File: config.mk
export PLATFORM = sky130hd
export DESIGN_NAME = forward_moving_average_core
export DESIGN_NICKNAME = d
export VERILOG_FILES = /design/src/rtl/fma_pkg.sv /design/src/rtl/fma_div.sv /design/src/rtl/forward_moving_average_core.sv
export SDC_FILE = /design/constraint.sdc
export NUM_CORES = 1
export LEC_CHECK = 0
export BUFFER_PORTS_ARGS = -buffer_cell sky130_fd_sc_hd__buf_2
export CORE_ASPECT_RATIO = 0.9
export CORE_MARGIN = 5
export CORE_UTILIZATION = 35
export DETAILED_ROUTE_END_ITERATION = 6
export HOLD_SLACK_MARGIN = 0.03
export SKIP_LAST_GASP = 1
export SLEW_MARGIN = 20
export SYNTH_ARGS = -nofsm -noshare
export SYNTH_HDL_FRONTEND = slang
export SYNTH_SLANG_ARGS = --single-unit
File: constraint.sdc
create_clock -name clk_i -period 3.6 [get_ports clk_i]
set_clock_uncertainty 0.1 [all_clocks]
set_input_delay 0.54 -clock clk_i [delete_from_list [all_inputs] [get_ports clk_i]]
set_output_delay 0.54 -clock clk_i [all_outputs]
set_load 0.02 [all_outputs]
File: src/rtl/fma_pkg.sv
`timescale 1ns / 1ps

package fma_pkg;

  localparam int unsigned SAMPLE_W       = 16;
  localparam int unsigned WIN_W          = 5;
  localparam int unsigned MAX_WINDOW_DEF = 16;
  localparam logic [WIN_W-1:0] WINDOW_RESET = 5'd10;

  typedef struct packed {
    logic [SAMPLE_W-1:0] sample;
    logic                frame_end;
  } fma_in_t;

  typedef struct packed {
    logic [SAMPLE_W-1:0] value;
    logic                is_raw;
    logic                run_last;
    logic                frame_last;
  } fma_out_t;

  // divider status seen by the sequencer
  typedef struct packed {
    logic busy;
    logic done;
  } div_status_t;

endpackage

File: src/rtl/fma_div.sv
`timescale 1ns / 1ps

// Restoring divider, one quotient bit per cycle.
module fma_div #(
  parameter int unsigned DVD_W = 21,
  parameter int unsigned DVS_W = 5
) (
  input  logic                clk_i,
  input  logic                rst_ni,
  input  logic                start_i,
  input  logic [DVD_W-1:0]    dividend_i,
  input  logic [DVS_W-1:0]    divisor_i,
  output logic [DVD_W-1:0]    quotient_o,
  output fma_pkg::div_status_t status_o
);
  import fma_pkg::*;

  localparam int unsigned CntW = $clog2(DVD_W + 1);

  logic [DVD_W-1:0] quo_q;
  logic [DVS_W-1:0] rem_q;
  logic [DVS_W-1:0] dvs_q;
  logic [CntW-1:0]  cnt_q, cnt_d;
  logic             busy_q, busy_d;
  logic             done_q, done_d;

  logic [DVS_W:0]   trial;
  logic [DVS_W:0]   diff;
  logic             ge;

  assign trial = {rem_q, quo_q[DVD_W-1]};
  assign ge    = trial >= {1'b0, dvs_q};
  assign diff  = trial - {1'b0, dvs_q};

  always_comb begin
    busy_d = busy_q;
    cnt_d  = cnt_q;
    done_d = 1'b0;
    if (start_i) begin
      busy_d = 1'b1;
      cnt_d  = CntW'(DVD_W);
    end else if (busy_q) begin
      cnt_d = cnt_q - 1'b1;
      if (cnt_q == CntW'(1)) begin
        busy_d = 1'b0;
        done_d = 1'b1;
      end
    end
  end

  always_ff @(posedge clk_i or negedge rst_ni) begin
    if (!rst_ni) begin
      busy_q <= 1'b0;
      done_q <= 1'b0;
      cnt_q  <= '0;
    end else begin
      busy_q <= busy_d;
      done_q <= done_d;
      cnt_q  <= cnt_d;
    end
  end

  always_ff @(posedge clk_i) begin
    if (start_i) begin
      quo_q <= dividend_i;
      rem_q <= '0;
      dvs_q <= divisor_i;
    end else if (busy_q) begin
      quo_q <= {quo_q[DVD_W-2:0], ge};
      rem_q <= ge ? diff[DVS_W-1:0] : trial[DVS_W-1:0];
    end
  end

  assign quotient_o    = quo_q;
  assign status_o.busy = busy_q;
  assign status_o.done = done_q;

endmodule

File: src/rtl/forward_moving_average_core.sv
`timescale 1ns / 1ps
// Flow: a beat that completes a window goes S_IDLE, S_CHECK, S_DIV (restoring divide of the
//   running sum), S_MEAN; then held samples leave raw from S_TAIL, one per cycle unless stalled.
// A new beat is taken only in S_IDLE, so each beat (mean, raw pass or tail flush, after any
//   output stall) is handed to the output register before the next one is accepted.
// Reset: control, fill count and running sum clear, window length returns to 10; the
//   sample memory is not cleared (only held entries are used).
module forward_moving_average_core #(
  parameter int unsigned MAX_WINDOW = fma_pkg::MAX_WINDOW_DEF
) (
  input  logic                        clk_i,
  input  logic                        rst_ni,
  input  logic                        in_valid_i,
  output logic                        in_ready_o,
  input  fma_pkg::fma_in_t            in_data_i,
  output logic                        out_valid_o,
  input  logic                        out_ready_i,
  output fma_pkg::fma_out_t           out_data_o,
  input  logic                        cfg_we_i,
  input  logic [fma_pkg::WIN_W-1:0]   cfg_data_i
);
  import fma_pkg::*;

  // Sizing: fill count can reach MAX_WINDOW, sum holds MAX_WINDOW samples.
  localparam int unsigned CntW = $clog2(MAX_WINDOW + 1);
  localparam int unsigned PtrW = (MAX_WINDOW > 1) ? $clog2(MAX_WINDOW) : 1;
  localparam int unsigned SumW = SAMPLE_W + CntW;
  localparam int unsigned CmpW = (CntW > WIN_W) ? CntW : WIN_W;

  // Sequencer states
  localparam logic [2:0] S_IDLE  = 3'd0;
  localparam logic [2:0] S_CHECK = 3'd1;  // decide: divide, tail, or done
  localparam logic [2:0] S_DIV   = 3'd2;  // wait on the divider
  localparam logic [2:0] S_MEAN  = 3'd3;  // emit mean, drop oldest sample
  localparam logic [2:0] S_TAIL  = 3'd4;  // flush held samples raw
  localparam logic [2:0] S_RAW   = 3'd5;  // zero window: pass sample through

  logic [2:0]          state_q, state_d;
  logic [WIN_W-1:0]    win_q, win_d;
  logic [CntW-1:0]     held_q, held_d;
  logic [SumW-1:0]     total_q, total_d;
  logic [PtrW-1:0]     head_q, head_d;     // oldest held sample
  logic [PtrW-1:0]     wr_q, wr_d;         // next free slot
  logic [SAMPLE_W-1:0] samp_q, samp_d;
  logic                end_q, end_d;
  logic                out_valid_q, out_valid_d;
  fma_out_t            out_q, out_d;

  // Window storage: circular buffer, registered read of the head entry.
  logic [SAMPLE_W-1:0] mem_q [MAX_WINDOW];
  logic [SAMPLE_W-1:0] rd_q;
  logic                mem_we;

  // Effective window: register value clipped to MAX_WINDOW.
  logic [CmpW-1:0]     cfg_ext, max_ext, w_ext;
  logic                in_fire, slot_free, full_win, last_held;

  logic                div_start;
  logic [SumW-1:0]     quotient;
  div_status_t         div_stat;

  function automatic logic [PtrW-1:0] ptr_inc(input logic [PtrW-1:0] p);
    ptr_inc = (p == PtrW'(MAX_WINDOW - 1)) ? '0 : p + 1'b1;
  endfunction

  assign cfg_ext   = CmpW'(win_q);
  assign max_ext   = CmpW'(MAX_WINDOW);
  assign w_ext     = (cfg_ext > max_ext) ? max_ext : cfg_ext;

  // a window write takes the idle cycle, so no beat is taken alongside it
  assign in_ready_o = (state_q == S_IDLE) && !cfg_we_i;
  assign in_fire    = in_valid_i && in_ready_o;
  // output register can take a new beat this cycle
  assign slot_free  = !out_valid_q || out_ready_i;
  assign full_win   = CmpW'(held_q) >= w_ext;
  assign last_held  = (held_q == CntW'(1));

  fma_div #(
    .DVD_W (SumW),
    .DVS_W (CmpW)
  ) u_div (
    .clk_i      (clk_i),
    .rst_ni     (rst_ni),
    .start_i    (div_start),
    .dividend_i (total_q),
    .divisor_i  (w_ext),
    .quotient_o (quotient),
    .status_o   (div_stat)
  );

  always_comb begin
    state_d     = state_q;
    win_d       = win_q;
    held_d      = held_q;
    total_d     = total_q;
    head_d      = head_q;
    wr_d        = wr_q;
    samp_d      = samp_q;
    end_d       = end_q;
    out_valid_d = out_valid_q && !out_ready_i;
    out_d       = out_q;
    mem_we      = 1'b0;
    div_start   = 1'b0;

    unique case (state_q)
      S_IDLE: begin
        if (cfg_we_i) begin
          // new window length drops whatever is pending
          win_d   = cfg_data_i;
          held_d  = '0;
          total_d = '0;
          head_d  = wr_q;
        end else if (in_fire) begin
          samp_d = in_data_i.sample;
          end_d  = in_data_i.frame_end;
          if (w_ext == '0) begin
            state_d = S_RAW;
          end else begin
            if (held_q != CntW'(MAX_WINDOW)) begin
              mem_we  = 1'b1;
              wr_d    = ptr_inc(wr_q);
              held_d  = held_q + 1'b1;
              total_d = total_q + SumW'(in_data_i.sample);
            end
            state_d = S_CHECK;
          end
        end
      end
      S_CHECK: begin
        if (full_win) begin
          div_start = 1'b1;
          state_d   = S_DIV;
        end else if (end_q && held_q != '0) begin
          state_d = S_TAIL;
        end else begin
          state_d = S_IDLE;
        end
      end
      S_DIV: begin
        if (div_stat.done) begin
          state_d = S_MEAN;
        end
      end
      S_MEAN: begin
        if (slot_free) begin
          out_valid_d      = 1'b1;
          out_d.value      = quotient[SAMPLE_W-1:0];
          out_d.is_raw     = 1'b0;
          out_d.run_last   = !end_q || last_held;
          out_d.frame_last = end_q && last_held;
          total_d          = total_q - SumW'(rd_q);
          head_d           = ptr_inc(head_q);
          held_d           = held_q - 1'b1;
          if (end_q && !last_held) begin
            state_d = S_TAIL;
          end else begin
            state_d = S_IDLE;
          end
        end
      end
      S_TAIL: begin
        if (slot_free) begin
          out_valid_d      = 1'b1;
          out_d.value      = rd_q;
          out_d.is_raw     = 1'b1;
          out_d.run_last   = last_held;
          out_d.frame_last = last_held;
          total_d          = '0;
          head_d           = ptr_inc(head_q);
          held_d           = held_q - 1'b1;
          if (last_held) begin
            state_d = S_IDLE;
          end
        end
      end
      S_RAW: begin
        if (slot_free) begin
          out_valid_d      = 1'b1;
          out_d.value      = samp_q;
          out_d.is_raw     = 1'b1;
          out_d.run_last   = 1'b1;
          out_d.frame_last = end_q;
          state_d          = S_IDLE;
        end
      end
      default: begin
        state_d = S_IDLE;
      end
    endcase
  end

  always_ff @(posedge clk_i or negedge rst_ni) begin
    if (!rst_ni) begin
      state_q     <= S_IDLE;
      win_q       <= WINDOW_RESET;
      held_q      <= '0;
      total_q     <= '0;
      head_q      <= '0;
      wr_q        <= '0;
      out_valid_q <= 1'b0;
    end else begin
      state_q     <= state_d;
      win_q       <= win_d;
      held_q      <= held_d;
      total_q     <= total_d;
      head_q      <= head_d;
      wr_q        <= wr_d;
      out_valid_q <= out_valid_d;
    end
  end

  always_ff @(posedge clk_i) begin
    samp_q <= samp_d;
    end_q  <= end_d;
    out_q  <= out_d;
  end

  // Read follows the next head so rd_q shows the oldest sample once head settles.
  always_ff @(posedge clk_i) begin
    if (mem_we) begin
      mem_q[wr_q] <= in_data_i.sample;
    end
    rd_q <= mem_q[head_d];
  end

  assign out_valid_o = out_valid_q;
  assign out_data_o  = out_q;

  // Between beats the buffer never holds a full window.
  a_held_below_win: assert property (@(posedge clk_i) disable iff (!rst_ni)
    (state_q == S_IDLE && w_ext != '0) |-> (CmpW'(held_q) < w_ext))
    else $error("fill count reached window while idle");

  // Divider finishes only while the sequencer waits on it.
  a_div_done_in_wait: assert property (@(posedge clk_i) disable iff (!rst_ni)
    div_stat.done |-> (state_q == S_DIV))
    else $error("divider done outside wait state");

  // Tail flush never runs on an empty buffer.
  a_tail_nonempty: assert property (@(posedge clk_i) disable iff (!rst_ni)
    (state_q == S_TAIL) |-> (held_q != '0))
    else $error("tail flush with empty buffer");

  // A mean is emitted only with a full window held.
  a_mean_full: assert property (@(posedge clk_i) disable iff (!rst_ni)
    (state_q == S_MEAN) |-> full_win)
    else $error("mean emitted without full window");

endmodule
Yosys cells after proc, flatten, opt, wreduce, memory -nomap -nowiden. Memory sizes are Yosys's and may differ from the RTL's. A register that Yosys moved wholly into a read port is not among the register bits. Index checks and enable logic that the tools add are counted.

Memory bits (writable): 256. Memories: 1. Bits in latches: 0. Output and inout bits: 21. Input port bits: 27. Memory bits (read-only): 0. Flip-flop bits (word level): 117.

Magnitude comparators: 3. Div/mod/pow operators: 0. Multiply operators: 0. Muxes and demuxes: 57. Bitwise gates (word level): 2. Add/sub/neg operators: 8. Reductions and logical operators: 29. Shift operators: 0. Equal/unequal tests: 21.

Memories: mem_q (depth 16, width 16, read ports 1, clocked after Yosys merged registers in 1, write ports 1, line forward_moving_average_core.sv:50) `logic [SAMPLE_W-1:0] mem_q [MAX_WINDOW];`.

Operators by type and width (number): $mux 21 (8); $pmux 21 s3 (1); $mux 19 (3); $pmux 19 s3 (1); $mux 5 (9); $mux 3 (11); $add 21x16->21 (1); $sub 21x16->21 (1); $pmux 3 s6 (1); $mux 1 (17); $mux 4 (4); $ne 2x2->1 const B (6); $eq 5x1->1 const B (2); $pmux 5 s2 (1); $reduce_and 5->1 (2); $sub 5x1->5 const B (2); $add 4x1->4 const B (2); $eq 4x4->1 const B (2); $pmux 4 s2 (1); $reduce_and 7->1 (1); $eq 3x2->1 const B (2); $eq 3x3->1 const B (2); $ge 6x5->1 (1); $logic_and 1x1->1 (6); other kinds (23) (33).

Longest topological paths before layout.
Depth in word-level cells: 9. Depth in mapped cells: 13. Depth with buffers taken out: 12.

Cells and area by module. From an unflattened synthesis, not the netlist that was laid out.

Cells, all modules: 1441. Area, all modules: 17797.1 um2.

By module, submodules not included: forward_moving_average_core (instances 1, area each 15961.6 um2, cells each 1304); fma_div (instances 1, area each 1835.5 um2, cells each 137).

Worst setup path before layout. Ideal clock, no wire load.

Path type: reg2reg. From: register state_q[1]. To: memory mem_q[0][0], enable pin. Arrival: 3.395 ns. Data required time: 3.069 ns. Stages on the path, launching flop included: 5. Buffers on the path: 1. Path slack: -0.326 ns. Period minus slack after synthesis: 3.926 ns. Cell sequence: dfrtp_1 clkbuf_1 nor4_1 nand2_1 nor4_1.

Cells in the longest elaborated chain, start to end: 8.

Ends and longest elaborated chain: start, declared (line forward_moving_average_core.sv:38) `logic [2:0] state_q, state_d;`; start signal, assigned (line forward_moving_average_core.sv:202) `state_q <= state_d;`; $logic_not 3->1 (line forward_moving_average_core.sv:71) `assign in_ready_o = (state_q == S_IDLE) && !cfg_we_i;`; $logic_and 1x1->1 (line forward_moving_average_core.sv:71); net in_ready_o (line forward_moving_average_core.sv:14) `output logic in_ready_o,`; $logic_and 1x1->1 (line forward_moving_average_core.sv:72) `assign in_fire = in_valid_i && in_ready_o;`; $mux 1 (line forward_moving_average_core.sv:113) `end else if (in_fire) begin`; $mux 1 (line forward_moving_average_core.sv:107) `if (cfg_we_i) begin`; $mux 1 (line forward_moving_average_core.sv:105) `unique case (state_q)`; $mux 1 (line forward_moving_average_core.sv:220) `if (mem_we) begin`; $mux 1 (implied by the code) (line forward_moving_average_core.sv:221) `mem_q[wr_q] <= in_data_i.sample;`; end, declared (line forward_moving_average_core.sv:50).

The timed path passes the listed nets, and every way through them passes these cells.

Worst setup path in the final report.
From: register state_q[1]. To: register rd_q[9] (read register of mem_q).

Cells in the longest elaborated chain, start to end: 3. Elaborated cells on any way between the ends: 5. Those cells by class: 2 x eq/ne; 1 x mux; 2 x reduce/logical.

Ends and longest elaborated chain: $eq 3x3->1 or $eq 3x2->1 (tied branches) (line forward_moving_average_core.sv:105); $reduce_or 2->1 (no source line); $pmux 4 s2 (*) (line forward_moving_average_core.sv:105); end, declared (line forward_moving_average_core.sv:51) `logic [SAMPLE_W-1:0] rd_q;`.

Every way passes the cells marked *; elsewhere a longest branch is shown, timed or not. A chain may end at the register's enable or synchronous reset.

==> reports/metrics.cfg <==
[status]
outcome=finished clean

[route]
drcViolationCount=0
dr_wl_met3_mm=4.00
detail_route.first_pass.iterations=5
routed_wirelength_mm=45.7
routed.top_layer=met4
initial_drt_markers=1134
dr_wl_met2_mm=19.0
routed_via_density=5.23
drt-met1-wl_mm=21.8
vias=12247
drt-wirelength-per-cell_um=19.5
antenna_violating_nets_post_route=0

[die]
boundaryPins=48
floorplan.die.height_um=224
starting_density_of_the_core=0.353
fp.dieArea_um2=55300
die-width_um=247
core_area_um2=50300
row_count=78

[global_routing]
grt_start_max_net_pins=90
globalRoute.totalOverflow=0
wire_length_of_the_first_global_routing_pass_mm=70.3
grt_use_total=0.163
initial_antenna_violation_count=1
first_global_vias=11752

[sta]
hold_viol=0
holdWs_ns=0.0877
unrepaired_setup_endpoints_after_global_routing=no
tightest_slew_ns=0.951
timing.fmax_mhz=313
maxSlewViolCount=0
slew_headroom=0.366
postLayoutSetupSlackWorst_ns=0.402
fin_tns_setup_ns=0
fin_crit_ns=3.20
period_share=0.888
final-setup-viol-count=0

[logic_synthesis]
avgSynthCellArea_um2=11.4
synth_top_area_share=0.538
ys_seq_area_frac=0.633
netlist_instances=1551
ys_seq_elements=389
netlist_top_cells_area=sky130_fd_sc_hd__edfxtp_1 54%, sky130_fd_sc_hd__nand2_1 8.0%, sky130_fd_sc_hd__dfrtp_1 6.8%, sky130_fd_sc_hd__ha_1 3.7%, sky130_fd_sc_hd__dfxtp_1 2.4%
synth.most_common_cell=sky130_fd_sc_hd__nand2_1
synth_common_cells=379 x sky130_fd_sc_hd__nand2_1, 318 x sky130_fd_sc_hd__edfxtp_1, 66 x sky130_fd_sc_hd__nor2_1
post-synth-top-area-cell=sky130_fd_sc_hd__edfxtp_1
number_of_flops_mapped_to_enable_cells_by_yosys=318
syn_area_um2=17700
postSynth.topFlopCell=sky130_fd_sc_hd__edfxtp_1
async_reset_ff_frac=0.129
ys_warn_count=0
yosys.cell_types.count=69
synthesis.nets=1634

[cells_and_area]
layout.core_utilization=0.408
design.final.nets=1710
finish.cell_count_without_fillers=2342
post-route-cell-area_um2=20500
layout.filler_cells=4749
flow.area_growth_from_synthesis_pct=15.7
layout_cells_sized_above_1=0.124

[clocking]
cts.htree.levels=2
cts_tree=yes
cts.clk_slew.worst_paths_ns=0.06
clock_tree_root=sky130_fd_sc_hd__clkbuf_16
clk_path_buf_depth=3
worst_skew_pair.late_latency_ns=0.59
cts.sinks=389
cts_made_buffers=42
cts_setup_buffers=0

[place]
post-place-ws_ns=0.330
port_buffers=47
placedInstanceArea_um2=19100
gpl.final_weighted_congestion=0.834
number_of_cells_after_detailed_placement=2262
dp.final_hpwl_mm=29.4

[power_and_ir_drop]
peakVddDrop_mv=0.403
total_leakage_power_nw=7.78
design_power_total_mw=9.58
power_density_nw_per_um2=467

[hold_path]
timing.hold.worst.class=primary input to flip-flop

[worst_setup_path]
critPathSlowestCell=sky130_fd_sc_hd__nor4b_2
cp_slowest_stage_delay_ns=0.42
worstPathArrival_ns=3.60
setup.worst_path.end_class=flip-flop
critical_path_peak_fanout=45
cp-start-kind=flip-flop
worst-endpoint-required_ns=4.00
crit_chain=buf_4, nor4b_2, buf_4, nand2_1, o311a_4, clkinv_2, buf_12, buf_12, nand2_1, and3_1, a311oi_1, a31oi_1, a21oi_1
timing.setup.critical_path_class=flip-flop to flip-flop

[run]
max_cap_violations=0

cell families after synthesis:
logic type | after synthesis | share of synthesized area
and+or+nand+nor | 614 | 0.152
DFF | 389 | 0.633
AOI/OAI and AO/OA | 287 | 0.109
buffers and inverters | 146 | 0.0348
adders and majority gates | 56 | 0.0408
xor gates and xnor gates | 33 | 0.0163
muxes | 26 | 0.0150
timing repair:
action                     in CTS  in global routing
hold endpoints to repair       25                  0
resized for setup               0                  1
setup endpoints to repair       0                  1
hold buffers                    1                  0
layout make-up:
type                            count  area [µm²]  share of cell area
Tap cell                          680         851              0.0415
Timing Repair Buffer              117         851              0.0415
Inverter                           61         230              0.0112
Clock inverter                     21         249              0.0121
Clock buffer                       57        1140              0.0554
Multi-Input combinational cell   1016        5980               0.291
Antenna cell                        1        2.50            0.000122
Sequential cell                   389       11200               0.547
state kept, by name, indices dropped and copies added, names as in the netlist:
| signal | cells |
|---|---|
| cfg_ext | 5 |
| end_q | 1 |
| head_q | 4 |
| held_q | 5 |
| mem_q | 256 |
| out_data_o | 19 |
| out_valid_o | 1 |
| rd_q | 16 |
| samp_q | 16 |
| state_q | 3 |
| total_q | 21 |
| u_div.busy_q | 1 |
| u_div.cnt_q | 5 |
| u_div.done_q | 1 |
| u_div.dvs_q | 5 |
| u_div.quotient_o | 21 |
| u_div.rem_q | 5 |
| wr_q | 4 |
critical path, delay by kind of cell (launching register included):
family / cells / cell delay (ns)
AO/OA/AOI/OAI: 4 / 0.76
buffers and inverters: 5 / 1.09
flip-flops: 1 / 0.37
AND/OR/NAND/NOR: 4 / 0.75
cell usage in the layout (no fill, tap or decap), drive strengths merged, types with 9 or more instances in the layout:
cell and n:
a211oi 29, a21o 15, a21oi 58, a221oi 11, a311oi 33, a31oi 36, and2 9, and3 53
buf 116, clkbuf 57, clkinv 16, dfrtp 48, dfxtp 21, edfxtp 318, ha 53, inv 61
mux2i 21, nand2 379, nand3 44, nor2 66, nor3 15, o21ai 55, xnor2 22, xor2 11
routing by layer:
layer / vias to the layer above / track usage
met1: 5979 / 0.251
met4: 0 / 0.0403
met2: 405 / 0.233
met5: - / 0
met3: 65 / 0.0373
li1: 5798 / -
path summary, 6_finish.rpt:
kind                                start        endpoint  slack (ns)  cells after the start
max                            state_q[1]         rd_q[9]        0.40                     13
min                         cfg_data_i[4]      cfg_ext[4]        0.09                      3
max reg2reg                    state_q[1]         rd_q[9]        0.40                     13
min reg2reg                u_div.rem_q[4]  u_div.rem_q[4]        0.36                      2
max in group asynchronous          rst_ni      total_q[9]        2.05                      3
min in group asynchronous          rst_ni      cfg_ext[4]        0.52                      2
report_power, final:
part | internal [mW] | switching (mW)
Clock | 2.47 | 1.82
Sequential | 4.88 | 0.0346
Combinational | 0.139 | 0.242
No activity file was read; power rests on OpenSTA's default activity.
